[src/design/rpi_pkg.sv]
// shared types and constants of the ring position interpolator
`timescale 1ns / 1ps

package rpi_pkg;

  localparam int unsigned BT_BITS       = 32;
  localparam int unsigned CFG_IDX_BITS  = 2;
  localparam int unsigned CFG_DATA_BITS = 32;

  localparam logic [CFG_IDX_BITS-1:0] REG_BUFFER_TIME   = 2'd0;
  localparam logic [CFG_IDX_BITS-1:0] REG_BUFFER_FRAMES = 2'd1;

  typedef enum logic [1:0] {
    CMD_START = 2'd0,
    CMD_STOP  = 2'd1,
    CMD_STAMP = 2'd2,
    CMD_QUERY = 2'd3
  } cmd_e;

  typedef struct packed {
    logic load_stamp;
    logic clr_floor;
    logic load_elapsed;
    logic setup;
    logic step;
    logic mul;
    logic load_div;
    logic finish;
    logic pend_zero;
    logic pend_flag;
    logic load_out;
  } dp_cmd_t;

  typedef struct packed {
    logic now_lt_last;
    logic bt_zero;
    logic div_done;
  } dp_sts_t;

endpackage

[src/design/rpi_if.sv]
// handshake channel interfaces of the ring position interpolator
`timescale 1ns / 1ps

interface rpi_in_if #(
  parameter int unsigned TIME_BITS = 63
);
  logic                 valid;
  logic                 ready;
  logic [1:0]           cmd;
  logic [TIME_BITS-1:0] time_ns;

  modport source (output valid, output cmd, output time_ns, input ready);
  modport sink   (input valid, input cmd, input time_ns, output ready);
endinterface

interface rpi_out_if #(
  parameter int unsigned FRAME_BITS = 20
);
  logic                  valid;
  logic                  ready;
  logic [FRAME_BITS-1:0] position_frames;
  logic                  period_elapsed;

  modport source (output valid, output position_frames, output period_elapsed, input ready);
  modport sink   (input valid, input position_frames, input period_elapsed, output ready);
endinterface

interface rpi_cfg_if;
  logic                              valid;
  logic                              ready;
  logic [rpi_pkg::CFG_IDX_BITS-1:0]  index;
  logic [rpi_pkg::CFG_DATA_BITS-1:0] data;

  modport source (output valid, output index, output data, input ready);
  modport sink   (input valid, input index, input data, output ready);
endinterface

[src/design/rpi_ctrl.sv]
// controller state machine of the ring position interpolator
`timescale 1ns / 1ps

module rpi_ctrl (
  input  logic             clk_i,
  input  logic             rst_ni,
  input  logic             in_valid_i,
  output logic             in_ready_o,
  input  logic [1:0]       in_cmd_i,
  output logic             out_valid_o,
  input  logic             out_ready_i,
  input  rpi_pkg::dp_sts_t sts_i,
  output rpi_pkg::dp_cmd_t cmd_o
);

  typedef enum logic [6:0] {
    ST_IDLE  = 7'b0000001,
    ST_SETUP = 7'b0000010,
    ST_MOD   = 7'b0000100,
    ST_DIVL  = 7'b0001000,
    ST_DIV   = 7'b0010000,
    ST_FIN   = 7'b0100000,
    ST_SPARE = 7'b1000000
  } state_e;

  state_e state_q, state_d;
  logic   running_q, running_d;
  logic   awaiting_q, awaiting_d;
  logic   out_valid_q, out_valid_d;
  logic   accept;
  logic   out_free;
  rpi_pkg::cmd_e in_cmd;

  assign in_ready_o  = (state_q == ST_IDLE);
  assign accept      = in_valid_i && in_ready_o;
  assign out_free    = !out_valid_q || out_ready_i;
  assign out_valid_o = out_valid_q;
  assign in_cmd      = rpi_pkg::cmd_e'(in_cmd_i);

  always_comb begin
    state_d     = state_q;
    running_d   = running_q;
    awaiting_d  = awaiting_q;
    out_valid_d = out_valid_q && !out_ready_i;
    cmd_o       = '0;
    unique case (state_q)
      ST_IDLE: begin
        if (accept) begin
          state_d = ST_FIN;
          unique case (in_cmd)
            rpi_pkg::CMD_START: begin
              running_d       = 1'b1;
              awaiting_d      = 1'b1;
              cmd_o.clr_floor = 1'b1;
              cmd_o.pend_zero = 1'b1;
            end
            rpi_pkg::CMD_STOP: begin
              running_d       = 1'b0;
              cmd_o.pend_zero = 1'b1;
            end
            rpi_pkg::CMD_STAMP: begin
              awaiting_d       = 1'b0;
              cmd_o.load_stamp = 1'b1;
              cmd_o.pend_zero  = 1'b1;
              cmd_o.pend_flag  = !awaiting_q;
            end
            rpi_pkg::CMD_QUERY: begin
              if (!running_q || awaiting_q || sts_i.now_lt_last || sts_i.bt_zero) begin
                cmd_o.pend_zero = 1'b1;
              end else begin
                cmd_o.load_elapsed = 1'b1;
                state_d            = ST_SETUP;
              end
            end
            default: begin
              cmd_o.pend_zero = 1'b1;
            end
          endcase
        end
      end
      ST_SETUP: begin
        cmd_o.setup = 1'b1;
        state_d     = ST_MOD;
      end
      ST_MOD: begin
        if (sts_i.div_done) begin
          cmd_o.mul = 1'b1;
          state_d   = ST_DIVL;
        end else begin
          cmd_o.step = 1'b1;
        end
      end
      ST_DIVL: begin
        cmd_o.load_div = 1'b1;
        state_d        = ST_DIV;
      end
      ST_DIV: begin
        if (sts_i.div_done) begin
          cmd_o.finish = 1'b1;
          state_d      = ST_FIN;
        end else begin
          cmd_o.step = 1'b1;
        end
      end
      ST_FIN: begin
        if (out_free) begin
          cmd_o.load_out = 1'b1;
          out_valid_d    = 1'b1;
          state_d        = ST_IDLE;
        end
      end
      default: begin
        state_d = ST_IDLE;
      end
    endcase
  end

  always_ff @(posedge clk_i or negedge rst_ni) begin
    if (!rst_ni) begin
      state_q     <= ST_IDLE;
      running_q   <= 1'b0;
      awaiting_q  <= 1'b0;
      out_valid_q <= 1'b0;
    end else begin
      state_q     <= state_d;
      running_q   <= running_d;
      awaiting_q  <= awaiting_d;
      out_valid_q <= out_valid_d;
    end
  end

endmodule

[src/design/rpi_datapath.sv]
// datapath of the ring position interpolator: stamp, floor, shared divider, multiplier
`timescale 1ns / 1ps

module rpi_datapath #(
  parameter int unsigned TIME_BITS  = 63,
  parameter int unsigned FRAME_BITS = 20
) (
  input  logic                              clk_i,
  input  logic                              rst_ni,
  input  rpi_pkg::dp_cmd_t                  cmd_i,
  output rpi_pkg::dp_sts_t                  sts_o,
  input  logic [TIME_BITS-1:0]              time_i,
  input  logic                              cfg_we_i,
  input  logic [rpi_pkg::CFG_IDX_BITS-1:0]  cfg_idx_i,
  input  logic [rpi_pkg::CFG_DATA_BITS-1:0] cfg_data_i,
  output logic [FRAME_BITS-1:0]             position_o,
  output logic                              period_o
);

  localparam int unsigned BT_BITS   = rpi_pkg::BT_BITS;
  localparam int unsigned PROD_BITS = BT_BITS + FRAME_BITS;
  localparam int unsigned DIV_BITS  = (TIME_BITS > PROD_BITS) ? TIME_BITS : PROD_BITS;
  localparam int unsigned CNT_BITS  = $clog2(DIV_BITS + 1);

  logic [BT_BITS-1:0]    bt_q;
  logic [FRAME_BITS-1:0] frames_q;
  logic [TIME_BITS-1:0]  last_q;
  logic [FRAME_BITS-1:0] floor_q;
  logic [DIV_BITS-1:0]   dvd_q;
  logic [BT_BITS-1:0]    rem_q;
  logic [FRAME_BITS-1:0] quot_q;
  logic [CNT_BITS-1:0]   cnt_q;
  logic [PROD_BITS-1:0]  prod_q;
  logic                  lt1_q, lt2_q;
  logic [FRAME_BITS-1:0] pend_pos_q, pos_q;
  logic                  pend_flag_q, flag_q;

  logic [TIME_BITS-1:0] elapsed;
  logic [BT_BITS:0]     part;
  logic [BT_BITS:0]     diff;
  logic                 ge;
  logic [BT_BITS-1:0]   rem_d;

  assign elapsed = time_i - last_q;
  assign part    = {rem_q, dvd_q[DIV_BITS-1]};
  assign diff    = part - {1'b0, bt_q};
  assign ge      = (part >= {1'b0, bt_q});
  assign rem_d   = ge ? diff[BT_BITS-1:0] : part[BT_BITS-1:0];

  assign sts_o.now_lt_last = (time_i < last_q);
  assign sts_o.bt_zero     = (bt_q == '0);
  assign sts_o.div_done    = (cnt_q == '0);

  assign position_o = pos_q;
  assign period_o   = flag_q;

  // configuration and architectural state
  always_ff @(posedge clk_i or negedge rst_ni) begin
    if (!rst_ni) begin
      bt_q     <= BT_BITS'(1);
      frames_q <= FRAME_BITS'(1);
      last_q   <= '0;
      floor_q  <= '0;
    end else begin
      if (cfg_we_i && (cfg_idx_i == rpi_pkg::REG_BUFFER_TIME)) begin
        bt_q <= cfg_data_i[BT_BITS-1:0];
      end
      if (cfg_we_i && (cfg_idx_i == rpi_pkg::REG_BUFFER_FRAMES)) begin
        frames_q <= cfg_data_i[FRAME_BITS-1:0];
      end
      if (cmd_i.load_stamp) begin
        last_q <= time_i;
      end
      if (cmd_i.clr_floor) begin
        floor_q <= '0;
      end else if (cmd_i.finish) begin
        if (lt1_q) begin
          if (quot_q >= floor_q) begin
            floor_q <= '0;
          end
        end else if (lt2_q) begin
          floor_q <= quot_q;
        end else begin
          floor_q <= '0;
        end
      end
    end
  end

  // restoring divider, one quotient bit per cycle
  always_ff @(posedge clk_i or negedge rst_ni) begin
    if (!rst_ni) begin
      cnt_q <= '0;
    end else if (cmd_i.setup || cmd_i.load_div) begin
      cnt_q <= CNT_BITS'(DIV_BITS);
    end else if (cmd_i.step) begin
      cnt_q <= cnt_q - CNT_BITS'(1);
    end
  end

  always_ff @(posedge clk_i) begin
    if (cmd_i.load_elapsed) begin
      dvd_q <= DIV_BITS'(elapsed);
    end else if (cmd_i.load_div) begin
      dvd_q <= DIV_BITS'(prod_q);
    end else if (cmd_i.step) begin
      dvd_q <= {dvd_q[DIV_BITS-2:0], 1'b0};
    end
    if (cmd_i.setup || cmd_i.load_div) begin
      rem_q  <= '0;
      quot_q <= '0;
    end else if (cmd_i.step) begin
      rem_q  <= rem_d;
      quot_q <= {quot_q[FRAME_BITS-2:0], ge};
    end
    if (cmd_i.setup) begin
      lt1_q <= (dvd_q[TIME_BITS-1:0] < TIME_BITS'(bt_q));
      lt2_q <= ({1'b0, dvd_q[TIME_BITS-1:0]} < (TIME_BITS + 1)'({bt_q, 1'b0}));
    end
    if (cmd_i.mul) begin
      prod_q <= PROD_BITS'(rem_q) * PROD_BITS'(frames_q);
    end
  end

  // pending result and output register
  always_ff @(posedge clk_i) begin
    if (cmd_i.pend_zero) begin
      pend_pos_q  <= '0;
      pend_flag_q <= cmd_i.pend_flag;
    end else if (cmd_i.finish) begin
      pend_flag_q <= 1'b0;
      if (lt1_q && (quot_q < floor_q)) begin
        pend_pos_q <= floor_q;
      end else begin
        pend_pos_q <= quot_q;
      end
    end
    if (cmd_i.load_out) begin
      pos_q  <= pend_pos_q;
      flag_q <= pend_flag_q;
    end
  end

endmodule

[src/design/ring_position_interpolator_core.sv]
// top level of the ring position interpolator
`timescale 1ns / 1ps

// Estimates the play position of an audio ring buffer from the last device
// timestamp. Start, stop and timestamp commands go from accept through the finish
// state into the output register, which is loaded once the output is free. A
// position query that needs arithmetic uses a divider DIV_BITS wide, DIV_BITS
// being the larger of TIME_BITS and 32 + FRAME_BITS: one restoring divider, one
// bit a cycle, runs first for the remainder of the elapsed time by the buffer
// time and then for the scaled remainder divided by the buffer time. One item
// is in flight at a time; the next one is taken while a result waits on the
// output. Configuration writes are always ready and must come while idle.
module ring_position_interpolator_core #(
  parameter int unsigned TIME_BITS  = 63,
  parameter int unsigned FRAME_BITS = 20
) (
  input  logic       clk_i,
  input  logic       rst_ni,
  rpi_in_if.sink     in_i,
  rpi_out_if.source  out_o,
  rpi_cfg_if.sink    cfg_i
);

  rpi_pkg::dp_cmd_t dp_cmd;
  rpi_pkg::dp_sts_t dp_sts;

  logic [TIME_BITS-1:0]  time_ns;
  logic [FRAME_BITS-1:0] position_frames;

  assign cfg_i.ready           = 1'b1;
  assign time_ns               = in_i.time_ns;
  assign out_o.position_frames = position_frames;

  rpi_ctrl u_ctrl (
    .clk_i       (clk_i),
    .rst_ni      (rst_ni),
    .in_valid_i  (in_i.valid),
    .in_ready_o  (in_i.ready),
    .in_cmd_i    (in_i.cmd),
    .out_valid_o (out_o.valid),
    .out_ready_i (out_o.ready),
    .sts_i       (dp_sts),
    .cmd_o       (dp_cmd)
  );

  rpi_datapath #(
    .TIME_BITS  (TIME_BITS),
    .FRAME_BITS (FRAME_BITS)
  ) u_datapath (
    .clk_i      (clk_i),
    .rst_ni     (rst_ni),
    .cmd_i      (dp_cmd),
    .sts_o      (dp_sts),
    .time_i     (time_ns),
    .cfg_we_i   (cfg_i.valid),
    .cfg_idx_i  (cfg_i.index),
    .cfg_data_i (cfg_i.data),
    .position_o (position_frames),
    .period_o   (out_o.period_elapsed)
  );

endmodule
[src/flat_wrapper.sv]
// flat-port wrapper written by rule: the top's interface ports become plain ports
module ring_position_interpolator_core_flat 
#(
  parameter int unsigned TIME_BITS  = 63,
  parameter int unsigned FRAME_BITS = 20
)
  (clk_i, rst_ni, in_i_valid, in_i_cmd, in_i_time_ns, in_i_ready, out_o_valid, out_o_position_frames, out_o_period_elapsed, out_o_ready, cfg_i_valid, cfg_i_index, cfg_i_data, cfg_i_ready);
  rpi_in_if #(.TIME_BITS(TIME_BITS)) in_i_i ();
  rpi_out_if #(.FRAME_BITS(FRAME_BITS)) out_o_i ();
  rpi_cfg_if cfg_i_i ();
  input  logic clk_i;
  input  logic rst_ni;
  input wire logic [$bits(in_i_i.valid)-1:0] in_i_valid;
  input wire logic [$bits(in_i_i.cmd)-1:0] in_i_cmd;
  input wire logic [$bits(in_i_i.time_ns)-1:0] in_i_time_ns;
  output wire logic [$bits(in_i_i.ready)-1:0] in_i_ready;
  output wire logic [$bits(out_o_i.valid)-1:0] out_o_valid;
  output wire logic [$bits(out_o_i.position_frames)-1:0] out_o_position_frames;
  output wire logic [$bits(out_o_i.period_elapsed)-1:0] out_o_period_elapsed;
  input wire logic [$bits(out_o_i.ready)-1:0] out_o_ready;
  input wire logic [$bits(cfg_i_i.valid)-1:0] cfg_i_valid;
  input wire logic [$bits(cfg_i_i.index)-1:0] cfg_i_index;
  input wire logic [$bits(cfg_i_i.data)-1:0] cfg_i_data;
  output wire logic [$bits(cfg_i_i.ready)-1:0] cfg_i_ready;
  assign in_i_i.valid = in_i_valid;
  assign in_i_i.cmd = in_i_cmd;
  assign in_i_i.time_ns = in_i_time_ns;
  assign in_i_ready = in_i_i.ready;
  assign out_o_valid = out_o_i.valid;
  assign out_o_position_frames = out_o_i.position_frames;
  assign out_o_period_elapsed = out_o_i.period_elapsed;
  assign out_o_i.ready = out_o_ready;
  assign cfg_i_i.valid = cfg_i_valid;
  assign cfg_i_i.index = cfg_i_index;
  assign cfg_i_i.data = cfg_i_data;
  assign cfg_i_ready = cfg_i_i.ready;
  ring_position_interpolator_core #(.TIME_BITS(TIME_BITS), .FRAME_BITS(FRAME_BITS)) u_core (.clk_i(clk_i), .rst_ni(rst_ni), .in_i(in_i_i), .out_o(out_o_i), .cfg_i(cfg_i_i));
endmodule
[config.mk]
export PLATFORM = sky130hd
export DESIGN_NAME = ring_position_interpolator_core_flat
export DESIGN_NICKNAME = d
export VERILOG_FILES = /design/src/design/rpi_pkg.sv /design/src/design/rpi_if.sv /design/src/design/rpi_ctrl.sv /design/src/design/rpi_datapath.sv /design/src/design/ring_position_interpolator_core.sv /design/src/flat_wrapper.sv
export SDC_FILE = /design/constraint.sdc
export NUM_CORES = 2
export LEC_CHECK = 0
export ABC_AREA = 0
export BUFFER_PORTS_ARGS = -buffer_cell sky130_fd_sc_hd__buf_4
export CAP_MARGIN = 5
export CELL_PAD_IN_SITES_DETAIL_PLACEMENT = 0
export CELL_PAD_IN_SITES_GLOBAL_PLACEMENT = 1
export CORE_MARGIN = 5
export CORE_UTILIZATION = 55
export CTS_CLUSTER_SIZE = 40
export DETAILED_ROUTE_END_ITERATION = 8
export PLACE_DENSITY = 0.87
export REMOVE_ABC_BUFFERS = 1
export SLEW_MARGIN = 0
export SYNTH_ARGS = -nofsm -noshare
export SYNTH_HDL_FRONTEND = slang
export SYNTH_SLANG_ARGS = --single-unit
[constraint.sdc]
create_clock -name clk_i -period 18.8 [get_ports clk_i]
set_input_delay 5.64 -clock clk_i [delete_from_list [all_inputs] [get_ports clk_i]]
set_output_delay 5.64 -clock clk_i [all_outputs]
set_load 0.02 [all_outputs]
==> results <==
- In this run, CTS created clock tree buffers numbering 43.
- The count of final hold-check violations is 0.
- The number of setup buffers added after CTS is 0.
- The clock sink total is around 360.
- The synthesized design contains 139 enable-type register cells.
- The sum of negative setup slack is 0 ns.
- STA classifies the critical path endpoint as a flip-flop.
- The top cell type by total area after synthesis is fa_1.
- The number of antenna violations at the first check in global routing is 7.
- For this run, the register share of the synthesized area comes to 0.2224.
- The area inside the core boundary is 75950 sq um.
- In this run the number of H-tree levels came out at 2.
- The count of yosys warnings during synthesis is 0.
- Before antenna repair, the detailed router went through 6 iterations.
- The register-to-register path setup slack is around 10 ns.
- The cell count after synthesis came out at 4602.
- The arrival time of the worst setup path is 9.70 ns.
- The fraction of final layout cells with drive strength greater than 1 is 0.08518.
- The overall fraction of global-route tracks in use is 0.2905.
- Averaged over all synthesized cells, the footprint is 9.156 sq um.
- Among all flip-flop cells after synthesis, the most frequent one is dfrtp_1.
- TritonCTS built the clock tree.
- For this run, the share of the core covered by cells in the final layout is 0.5990.
- The die height is ~290 microns.
- The setup-violating endpoint count in the final report is 0.
- The tree is rooted in a clkbuf_16.
- The final number of max-transition violations is 0.
- The clock insertion delay at the later pin of the skew report is a little under 0.6 ns.
- The die covers roughly 80000 sq um.
- The first global-routing pass estimated 187400 microns of wire.
- After synthesis, the cell types taking the most area are fa_1 26%, ha_1 10%, edfxtp_1 9.9%, dfrtp_1 8.7%, inv_1 6.2%.
- For this run, the slowest stage of the critical path takes 0.88 ns.
- The number of buffers inserted for hold repair after clock tree synthesis is 0.
- The count of vias placed by the detailed router is 32570.
- The via density per instance is 5.746.
- The class of the most critical setup path is input pin to flip-flop.
- The highest clock frequency the design can meet is 105.9 MHz.
- In this run the deepest clock path goes through 3 buffers.
- The pin count of the biggest net entering global routing is just under 100.
- The worst-case clock skew is 0.02488 ns.
- Of the post-synthesis cell area, the dominant cell type holds 0.2556.
- The synthesized design contains 361 register bits.
- Gates resized during post-CTS repair numbered 0.
- Compared with the post-synthesis result, the final layout area differs by 7.976%.
- The most numerous cell type found on the critical path is a31oi_2.
- The signal on the critical path passes through buf_4 -> ha_1 -> nand4_1 -> nor4_1 -> o211ai_1 -> a2111o_1 -> a31oi_2 -> o21ai_1 -> a31oi_2 -> nand3_4 -> clkinv_2 -> o21ai_0.
- The starting density of the core is 0.5548.
- Setup repair after global routing left no endpoint under its margin.
- The net count of the finished layout is 5585.
- The die is 286.8 microns wide.
- The sum of net half-perimeters after detailed placement is 90990 microns.
- In the synthesized netlist the async set-or-reset flop fraction comes to 0.4155.
- The run finished with clean final reports.
- The synthesized netlist occupies a cell area of between 40000 and 50000 sq um.
- The worst path meets setup with ~9.4 ns of slack.
- Summed over all cells, the static leakage comes to around 22 nW.
- After clock tree synthesis, the clock-pin slew on the worst setup and hold paths is 0.06 ns.
- The worst slew margin relative to its limit is 0.1589.
- The smallest clock period supported by the final layout is computed as 9.439 ns.
- After global routing the overflow that remains totals 0.
- The count of maximum capacitance violations is 0.
- The routed length per placed instance is approximately 21 microns.
- The first routing iteration left 2328 violations.
- The remaining routing DRC violations is 0.
- For the worst setup path, the data required time is 19.06 ns.
- around 130 I/O pins were placed.
- The overall power after layout is 3.750 mW.
- The peak supply drop is 0.00006138 V.
- The min-delay analysis places its worst path in the category flip-flop to flip-flop.
- The top fanout value on the critical path is 97.
- At the pin with the least slew margin, the transition time is 1.262 ns.
- The routed design has between 100000 and 150000 microns of wire.
- At the placement stage, the worst setup path has a slack of 8.864 ns.
- The count of nets left with antenna violations once routing finished came out at 0.
- The count of unique library cells instantiated by Yosys is 78.
- The slowest stage of the critical path belongs to the cell clkinv_2.
- The number of global-route vias before repair is approximately 33000.
- Power spread over the standard cell area amounts to 82.43 nW/um^2.
- Dividing the final minimum period by the clock period gives 0.5021.
- The initialized floorplan defines slightly above 100 standard-cell rows.
- The routability congestion estimate is 0.9215.
- STA classifies the critical path startpoint as an input pin.
- The quantity of I/O buffers inserted on ports is 126.
-- stage by stage --
step,hold slack [ns],instance area [sq um],cells
4_1_cts,0.4161,45490,5667
6_report,0.4113,45500,5669
2_1_floorplan,0.4003,41200,4366
3_5_place_dp,0.4062,44010,5587
3_3_place_gp,0.4026,44010,5587
5_1_grt,0.4183,45500,5669
-- flip-flops by register name, summed over array words and instances, names as in the netlist, 6 cells and up --
signal and count:
u_core.u_datapath.quot_q 20, u_core.u_datapath.floor_q 20, u_core.u_datapath.rem_q 32, u_core.u_datapath.bt_q 32, u_core.u_ctrl.state_q 6, u_core.u_datapath.position_o 20
u_core.u_datapath.prod_q 52, u_core.u_datapath.dvd_q 63, u_core.u_datapath.pend_pos_q 20, u_core.u_datapath.frames_q 20, u_core.u_datapath.last_q 63, u_core.u_datapath.cnt_q 6
-- power by group --
part	total, mW	internal, mW	switching, mW
logic	1.80	0.664	1.14
clock network	0.883	0.523	0.360
registers	1.06	0.952	0.111
total	3.75	2.14	1.61
-- worst paths after layout --
kind,from,cells past startpoint,to
max,in_i_time_ns[18],12,u_core.u_datapath.dvd_q[5]
min,u_core.u_datapath.pend_flag_q,0,u_core.u_datapath.period_o
max reg2reg,u_core.u_datapath.rem_q[9],24,u_core.u_datapath.prod_q[51]
min reg2reg,u_core.u_datapath.pend_flag_q,0,u_core.u_datapath.period_o
max in group asynchronous,rst_ni,2,u_core.u_datapath.frames_q[13]
min in group asynchronous,rst_ni,1,u_core.u_datapath.last_q[44]
-- final cells by class --
| cell class | count | area [sq um] |
|---|---|---|
| timing repair buffer | 191 | 1438 |
| inverter | 696 | 2614 |
| antenna | 2 | 5.005 |
| tap | 1030 | 1289 |
| fill | 6782 | 30450 |
| clock buffer | 55 | 1194 |
| multi-input combinational | 3309 | 29290 |
| clock inverter | 25 | 289.0 |
| sequential | 361 | 9378 |
-- cell families (layout without fill, tap and decap cells) --
logic type                 after synthesis  in the layout  share of synthesized area
and+or+nand+nor                       1332           1332                     0.1515
buffers and inverters                  932            967                    0.08415
adders and majority gates              879            879                     0.3569
AOI/OAI and AO/OA                      801            801                     0.1159
DFF                                    361            361                     0.2224
muxes                                  159            159                    0.04053
xor gates and xnor gates               137            137                    0.02848
other                                    1              3                 0.00008900
-- cells in the mapped netlist (19+ instances only) --
cell type	number
inv_1	695
nand2_1	618
fa_1	538
ha_1	341
and2_1	301
a21oi_1	267
clkbuf_1	216
o21ai_0	195
dfrtp_1	147
edfxtp_1	139
nor2_1	135
a21o_1	96
mux2_2	93
xnor2_1	84
dfxtp_1	72
nand3_1	71
mux2i_1	66
xor2_1	53
nand4_1	47
a211oi_1	42
nor3_1	29
nand2b_1	28
o21ai_1	25
nor2b_1	24
o21a_1	24
and3_1	22
nor4_1	21
o21bai_1	21
o211ai_1	19
-- cells in the final DEF (no fill, tap or decap), types with 24 or more instances in the layout --
| cell | instances |
|---|---|
| and2_1 | 301 |
| mux2i_1 | 66 |
| nor2_1 | 134 |
| xnor2_1 | 84 |
| dfxtp_1 | 72 |
| ha_1 | 341 |
| nand4_1 | 47 |
| a211oi_1 | 42 |
| buf_4 | 190 |
| a21oi_1 | 265 |
| o21ai_1 | 25 |
| mux2_2 | 93 |
| a21o_1 | 96 |
| o21ai_0 | 195 |
| edfxtp_1 | 139 |
| xor2_1 | 53 |
| nand2b_1 | 28 |
| fa_1 | 538 |
| nand2_1 | 616 |
| dfrtp_1 | 143 |
| nor2b_1 | 24 |
| nand3_1 | 70 |
| o21a_1 | 24 |
| clkbuf_16 | 45 |
| nor3_1 | 28 |
| inv_1 | 695 |
-- worst max-delay path: cells and delay by family --
kind / cells / cell delay (ns)
adders and majority gates: 1 / 0.42
buffers and inverters: 2 / 1.00
AOI/OAI and AO/OA: 6 / 1.76
and+or+nand+nor: 3 / 0.83
-- routing by layer --
layer,track usage,share of wire,up-vias
met3,0.05044,0.079,219
met2,0.4785,0.47,1097
li1,-,-,14990
met5,0,0.00012,-
met1,0.3945,0.41,16270
met4,0.09420,0.035,4
No activity file was read; power rests on OpenSTA's default activity.
